[config.mk]
export PLATFORM = sky130hd
export DESIGN_NAME = hgc_hash
export DESIGN_NICKNAME = d
export VERILOG_FILES = /design/src/rtl/core/hgc_pkg.sv /design/src/rtl/core/hgc_hash.sv
export SDC_FILE = /design/constraint.sdc
export NUM_CORES = 1
export LEC_CHECK = 0
export BUFFER_PORTS_ARGS = -buffer_cell sky130_fd_sc_hd__clkbuf_2
export CAP_MARGIN = 20
export CORE_MARGIN = 2
export CORE_UTILIZATION = 60
export CTS_BUF_LIST = sky130_fd_sc_hd__clkbuf_16
export DETAILED_ROUTE_END_ITERATION = 10
export GPL_ROUTABILITY_DRIVEN = 0
export HOLD_SLACK_MARGIN = 0.02
export PLACE_DENSITY = 0.76
export SLEW_MARGIN = 5
export SYNTH_ARGS = -nofsm -noshare
export SYNTH_HDL_FRONTEND = slang
export SYNTH_SLANG_ARGS = --single-unit
[constraint.sdc]
create_clock -name clk -period 20.3 [get_ports clk]
set_input_delay 3.045 -clock clk [delete_from_list [all_inputs] [get_ports clk]]
set_output_delay 3.045 -clock clk [all_outputs]
set_load 0.005 [all_outputs]
[src/rtl/core/hgc_pkg.sv]
// ----------------------------------------------------------------------------
// Hashed glyph cache package
// Field widths, stream packing, hash constants, status codes and state types.
// ----------------------------------------------------------------------------
package hgc_pkg;

    localparam int DEF_TABLE_SIZE  = 4096;
    localparam int DEF_HANDLE_BITS = 16;

    localparam int KEY_W       = 21;
    localparam int IN_HANDLE_W = 16;
    localparam int DIM_W       = 12;
    localparam int STATUS_W    = 3;

    localparam int DEF_ENTRY_W = 1 + KEY_W + DEF_HANDLE_BITS + 2 * DIM_W;

    // slave tdata: code_point, new_handle, new_width, new_height, zero pad
    localparam int S_KEY_LSB    = 0;
    localparam int S_HANDLE_LSB = S_KEY_LSB + KEY_W;
    localparam int S_WIDTH_LSB  = S_HANDLE_LSB + IN_HANDLE_W;
    localparam int S_HEIGHT_LSB = S_WIDTH_LSB + DIM_W;
    localparam int S_TDATA_W    = 64;
    localparam int S_TUSER_W    = 2;
    localparam int S_ACTION_BIT = 0;
    localparam int S_RENDER_BIT = 1;

    // master tdata: glyph_handle, glyph_width, glyph_height
    localparam int M_TDATA_W = IN_HANDLE_W + 2 * DIM_W;

    localparam logic [KEY_W-1:0] KEY_SPACE = 21'h20;
    localparam logic [KEY_W-1:0] KEY_DEL   = 21'h7F;

    localparam logic [31:0] HASH_MUL1 = 32'h7feb352d;
    localparam logic [31:0] HASH_MUL2 = 32'h846ca68b;
    localparam int          HASH_SH1  = 16;
    localparam int          HASH_SH2  = 15;
    localparam int          HASH_SH3  = 16;

    typedef enum logic [STATUS_W-1:0] {
        ST_HIT         = 3'd0,
        ST_INSERTED    = 3'd1,
        ST_RENDER_FAIL = 3'd2,
        ST_FULL        = 3'd3,
        ST_CLEARED     = 3'd4
    } status_t;

    typedef enum logic [2:0] {
        S_INIT,
        S_IDLE,
        S_CLEAR,
        S_HASH,
        S_RD,
        S_CMP
    } fsm_t;

    typedef enum logic [1:0] {
        HS_IDLE,
        HS_MUL1,
        HS_MUL2
    } hash_step_t;

endpackage

[src/rtl/core/hgc_hash.sv]
// ----------------------------------------------------------------------------
// Hash unit
// Iterative lowbias32 mixer built around one shared 32x32 multiplier.
// ----------------------------------------------------------------------------
module hgc_hash (
    input  logic                      clk,
    input  logic                      rst_n,
    input  logic                      start,
    input  logic [hgc_pkg::KEY_W-1:0] key,
    output logic                      done,
    output logic [31:0]               hash_value
);
    import hgc_pkg::*;

    hash_step_t  step_reg, step_next;
    logic        done_reg, done_next;
    logic [31:0] v_reg, v_next;
    logic [31:0] key_ext;
    logic [31:0] mul_op;
    logic [31:0] prod;

    assign key_ext = {{(32 - KEY_W){1'b0}}, key};
    assign mul_op  = (step_reg == HS_MUL1) ? HASH_MUL1 : HASH_MUL2;
    assign prod    = v_reg * mul_op;

    always_ff @(posedge clk or negedge rst_n)
    begin
        if (!rst_n)
        begin
            step_reg <= HS_IDLE;
            done_reg <= 1'b0;
        end
        else
        begin
            step_reg <= step_next;
            done_reg <= done_next;
        end
    end

    always_ff @(posedge clk)
    begin
        v_reg <= v_next;
    end

    always_comb
    begin
        step_next = step_reg;
        done_next = 1'b0;
        v_next    = v_reg;
        unique case (step_reg)
            HS_IDLE:
            begin
                if (start)
                begin
                    v_next    = key_ext ^ (key_ext >> HASH_SH1);
                    step_next = HS_MUL1;
                end
            end
            HS_MUL1:
            begin
                v_next    = prod ^ (prod >> HASH_SH2);
                step_next = HS_MUL2;
            end
            HS_MUL2:
            begin
                v_next    = prod ^ (prod >> HASH_SH3);
                step_next = HS_IDLE;
                done_next = 1'b1;
            end
            default:
            begin
                step_next = HS_IDLE;
            end
        endcase
    end

    assign done       = done_reg;
    assign hash_value = v_reg;

endmodule

# Yosys cells after proc, flatten, opt, wreduce, memory -nomap -nowiden
# Index checks and enable logic that the tools add are counted.
[word_totals] regBits=35 latchBits=0 mem_bits_rw=0 romBits=0 input_bits=24 out_inout_bits=33 wordCells=19 mem_count=0
[classes] n_addsub=0 multipliers=1 div_mod_pow=0 magnitude_cmp=0 n_eq_ne=3 shift=0 n_mux=6 bitwise=3 reduce_logical=3
[ops] cell="case mux 32 bit (3 select lines)" count=1
[ops] cell="two-way mux 32 bit" count=2
[ops] cell="multiplier 32 x 32 -> 32 bit" count=1
[ops] cell="bitwise XOR 32 x 16 -> 32 bit" count=1
[ops] cell="bitwise XOR 32 x 17 -> 32 bit" count=1
[ops] cell="bitwise XOR 21 x 5 -> 21 bit" count=1
[ops] cell="case mux 2 bit (2 select lines)" count=1
[ops] cell="nonzero test 3 bit" count=1
[ops] cell="== test 2 x 1 -> 1 bit (second input constant)" count=1
[ops] cell="== test 2 bit (second input constant)" count=1
[ops] cell="logical NOT 2 bit" count=1
[ops] cell="two-way mux 2 bit" count=1
[ops] cell="inequality test 2 bit (second input constant)" count=1
[ops] cell="AND reduction 2 bit" count=1
[ops] cell="two-way mux 1 bit" count=1

# Longest topological paths before layout
[depth] ltp_word=5 depth_mapped=31 mapped_depth_nobuf=28

# Least setup slack after synthesis
# No wires, ideal clock.
[synth_path] path_type="flip-flop to flip-flop" from="register step_reg[0]" to="register v_reg[12] (netlist: hash_value[12]) (data pin)" setup_time_ps=270 t_arrival_ps=8089 required_time_ps=20030 slack_ps=11940 stages_incl_launch_ff=30 n_path_buf=4 period_less_slack_ps=8360 path_cell_list="dfrtp_1 > ha_1 > clkbuf_1 > inv_1 > clkbuf_1 > buf_1 > buf_1 > nor2_1 > ha_1 > inv_1 > fa_1 > inv_1 > fa_1 > inv_1 > fa_1 > inv_1 > fa_1 > fa_1 > fa_1 > fa_1 > ha_1 > a21o_1 > a21o_1 > a21o_1 > a221o_1 > a2111o_1 > and2_1 > xor3_1 > a22oi_1 > a21oi_1"
[synth_via] elab_chain_cells=5 elab_cells_between_ends=8 classes_between="mul: 1; eq/ne: 2; mux: 2; bitwise: 2; reduce/logical: 1"
[synth_rtl] element="start: declaration" line="hgc_hash.sv:15" rtl="hash_step_t step_reg, step_next;"
[synth_rtl] element="start signal: assignment" line="hgc_hash.sv:35" rtl="step_reg <= step_next;"
[synth_rtl] element="== test 2 x 1 -> 1 bit" line="hgc_hash.sv:23, hgc_hash.sv:50"
[synth_rtl] element="two-way mux 32 bit" line="hgc_hash.sv:23" rtl="assign mul_op = (step_reg == HS_MUL1) ? HASH_MUL1 : HASH_MUL2;"
[synth_rtl] element="multiplier 32 x 32 -> 32 bit" line="hgc_hash.sv:24" rtl="assign prod = v_reg * mul_op;"
[synth_rtl] element="bitwise XOR 32 x 16 -> 32 bit or bitwise XOR 32 x 17 -> 32 bit (tied branches)" line="hgc_hash.sv:66, hgc_hash.sv:61"
[synth_rtl] element="case mux 32 bit (3 select lines) (*)" line="hgc_hash.sv:50" rtl="unique case (step_reg)"
[synth_rtl] element="via v_next[12]" line="hgc_hash.sv:17" rtl="logic [31:0] v_reg, v_next;"
[synth_rtl] element="end signal: assignment" line="hgc_hash.sv:42" rtl="v_reg <= v_next;"
[synth_rtl] element="end: declaration" line="hgc_hash.sv:17"
# The timed path passes the listed nets; every way through them passes the cells marked *.
# A chain may end at the register's enable or synchronous reset.

# Worst setup path after layout
[layout_path] from="register step_reg[1]" to="register v_reg[15] (netlist: hash_value[15]) (data pin)"
# The elaborated chain is that of the path after synthesis.

==> metrics.md <==
| Metric | Value |
|---|---|
| CTS root buffer | `clkbuf_16` |
| Peak per-stage delay on the critical path | `0.54 ns` |
| Crit path max-delay cell type | `fa_1` |
| Die span in x | `152.6 um` |
| Hpwl dp | `31300 um` |
| Die extent in y | `152.6 um` |
| Routed vias/inst | `5.672` |
| Critical Path Start Type | `flip-flop` |
| Via Count | `9744` |
| Outcome | `finished, final reports clean` |
| Fillers | `1778` |
| Hold buffers post-CTS | `0` |
| Die ar. | `23290 um^2` |
| Drt initial violations | `772` |
| CTS tree | `built` |
| Syn. warnings | `0` |
| Post-route design area | `14130 um^2` |
| Hold path cells | `2` |
| Slew at the pin closest to its max-slew limit | `0.9778 ns` |
| Post-Route M1 WL | `13780 um` |
| Area Growth Syn to Fin | `6.637%` |
| Total GRT Usage | `32.13%` |
| RSZ-0062 raised after global routing | `no` |
| Synth Flop Type | `edfxtp_1` |
| Hold_sp | `step_reg[0]` |
| Clk sinks | `35` |
| Ports | `57` |
| CP endpoint kind | `flip-flop` |
| Sequential area share after synthesis | `7.816%` |
| Worst Hold Class | `reg -> reg` |
| Antenna cell count | `0` |
| DRC | `0` |
| Place WS | `11.08 ns` |
| Buffers on Ports | `56` |
| First-pass GRT wire length | `56880 um` |
| Critical R2R Capture | `hash_value[15]` |
| Max FFs per register | `32` |
| Max-cap violations | `0` |
| Core Footprint | `21760 um^2` |
| Register bit count reported by yosys | `35` |
| Endpoints failing setup | `0` |
| Rel. slew slack | `34.81%` |
| Final Util | `64.96%` |
| Wirelength, routed | `36140 um` |
| Post-Syn Area | `13250 um^2` |
| Mean Syn Cell Area | `9.774 um^2` |
| First-pass iteration count of the detailed router | `7` |
| Multi-input logic area | `10790 um^2` |
| Post_cts resized | `0` |
| Clock-pin slew on the worst setup and hold paths | `0.06 ns` |
| Netlist cell types | `57` |
| Routed met2 length | `17020 um` |
| Tmin final | `9.461 ns` |
| Rows | `54` |
| FF-to-FF Start | `step_reg[1]` |
| Routed Antenna Nets | `0` |
| Crit share post-route | `46.61%` |
| Largest net degree at the start of global routing | `47` |
| Layout net count | `1906` |
| Arr. time, crit path | `9.48 ns` |
| Post-Synthesis Cells | `1356` |
| Synth async-reset ratio | `8.571%` |
| Setup CP Type | `reg -> reg` |
| Layout cell share with drive strength beyond 1 | `5.841%` |
| Final Skew | `0.005985 ns` |
| Metal3 WL | `3631 um` |
| Worst Reg2Reg Path Length in Cells | `30` |
| Number of global-route vias before repair | `10330` |
| Setup TNS Final | `0 ns` |
| Placed cell areas | `13970 um^2` |
| Fmax | `0.1057 GHz` |
| Antenna violations before repair | `0` |
| Worst-Skew Late Latency | `0.29 ns` |
| Post-synth EDFFs | `32` |
| Clock Tree Buf Depth | `2` |
| FF+latch area | `1036 um^2` |
| Final Hold Viols | `0` |
| Post-route worst setup slack | `10.84 ns` |
| Overflow after GRT | `0` |
| Crit-path max FO | `46` |
| WP data required | `20.32 ns` |
| Per-cell routed wire length | `21.04 um` |
| Pins over their slew limit | `0` |
| CTS buffer count | `5` |
| Flop2flop setup slack | `10.84 ns` |
| Hold Path Sink | `step_reg[0]` |
| Post-CTS setup buffer count | `0` |
| Initial core utilization | `60.92%` |
| Max Used Layer | `met4` |
| Htree depth | `2` |
| CP most frequent cell | `fa_1` |
==> layout by cell type (no fill, tap or decap), types with 20 or more instances in the layout <==
cell type | netlist | layout
o21ai_0 | 20 | 20
nor2_1 | 40 | 40
a21oi_1 | 34 | 34
nand2_1 | 91 | 91
inv_1 | 390 | 390
xnor2_1 | 82 | 82
ha_1 | 165 | 165
conb_1 | 2 | 40
clkbuf_2 | 0 | 56
edfxtp_1 | 32 | 32
fa_1 | 280 | 280
xor2_1 | 29 | 29
==> synth_stat cells (2+ instances only) <==
cell | instances | area share, %
a221o_1 | 4 | 0.30
fa_1 | 280 | 42
o221ai_1 | 4 | 0.26
o21ai_1 | 7 | 0.26
o21a_1 | 6 | 0.34
nand2_1 | 91 | 2.6
a211o_1 | 4 | 0.26
edfxtp_1 | 32 | 7.3
o31ai_1 | 4 | 0.23
xnor3_1 | 3 | 0.51
xor3_1 | 2 | 0.36
conb_1 | 2 | 0.057
a221oi_1 | 2 | 0.13
nand2b_1 | 6 | 0.28
o211ai_1 | 3 | 0.17
o21ai_0 | 20 | 0.76
nand4_1 | 3 | 0.14
xor2_1 | 29 | 1.9
and3_1 | 4 | 0.19
o22ai_1 | 7 | 0.33
a31o_2 | 5 | 0.33
nand3_1 | 6 | 0.23
a211oi_1 | 6 | 0.34
mux2i_1 | 3 | 0.23
a22oi_1 | 6 | 0.34
inv_1 | 390 | 11
clkbuf_1 | 21 | 0.59
a21o_1 | 16 | 0.91
a21oi_1 | 34 | 1.3
or4_1 | 2 | 0.11
a2111o_1 | 2 | 0.17
xnor2_1 | 82 | 5.4
a31oi_1 | 4 | 0.19
ha_1 | 165 | 16
o21bai_1 | 2 | 0.11
nor3_1 | 12 | 0.45
or2_2 | 3 | 0.14
buf_1 | 4 | 0.11
dfrtp_1 | 3 | 0.57
and2_1 | 11 | 0.52
nor2_1 | 40 | 1.1
nor2b_1 | 11 | 0.52
==> routing by layer <==
metal | vias up | GRT usage, %
met4 | 0 | 11.68
met2 | 536 | 52.85
li1 | 4263 | -
met5 | - | 0
met3 | 122 | 6.655
met1 | 4823 | 42.54
==> stage by stage <==
| step | std cells | hold WS [ns] |
|---|---|---|
| finish | 1718 | 0.5337 |
| global route | 1718 | 0.5974 |
| CTS | 1718 | 0.5344 |
| detailed placement | 1710 | 0.5217 |
| global placement | 1710 | 0.5110 |
| floorplan | 1394 | 0.4909 |
==> cells by family after synthesis <==
| kind of cell | share of synthesized area [%] |
|---|---|
| simple gates | 6.627 |
| mux | 0.3115 |
| flops | 7.816 |
| fa+ha+maj | 57.87 |
| compound gates | 7.240 |
| xor+xnor | 8.204 |
| other cells | 0.05666 |
| buf+inv | 11.88 |
==> critical path, delay by kind of cell, from the launching register on <==
family                   cells  cell delay, ns
AND/OR/NAND/NOR              4            0.81
XOR/XNOR                     3            0.86
AO/OA/AOI/OAI                5            1.31
buffers and inverters        8            1.52
flip-flops                   1            0.34
adder cells (fa/ha/maj)     10            4.28
==> worst max-delay path by stage <==
stage	from	end	slack, ns	cells after the start
after floorplan	step_reg[0]	hash_value[12]	11.94	29
after global placement	step_reg[1]	hash_value[15]	11.29	30
after detailed placement	step_reg[1]	hash_value[15]	11.08	30
after CTS	step_reg[1]	hash_value[15]	11.01	30
after global routing	step_reg[1]	hash_value[15]	10.56	30
final	step_reg[1]	hash_value[15]	10.84	30
==> final cells by class <==
class | count | share of cell area, %
clock buffers | 5 | 0.8853
clock inverters | 3 | 0.2744
inverters | 390 | 10.36
multi-input cells | 942 | 76.32
flip-flops and latches | 35 | 7.330
well taps | 280 | 2.479
repair buffers | 63 | 2.355
Power is left out: the tool's default activity adds up to more than one toggle a clock period on the data nets, which glitch-free logic cannot reach.
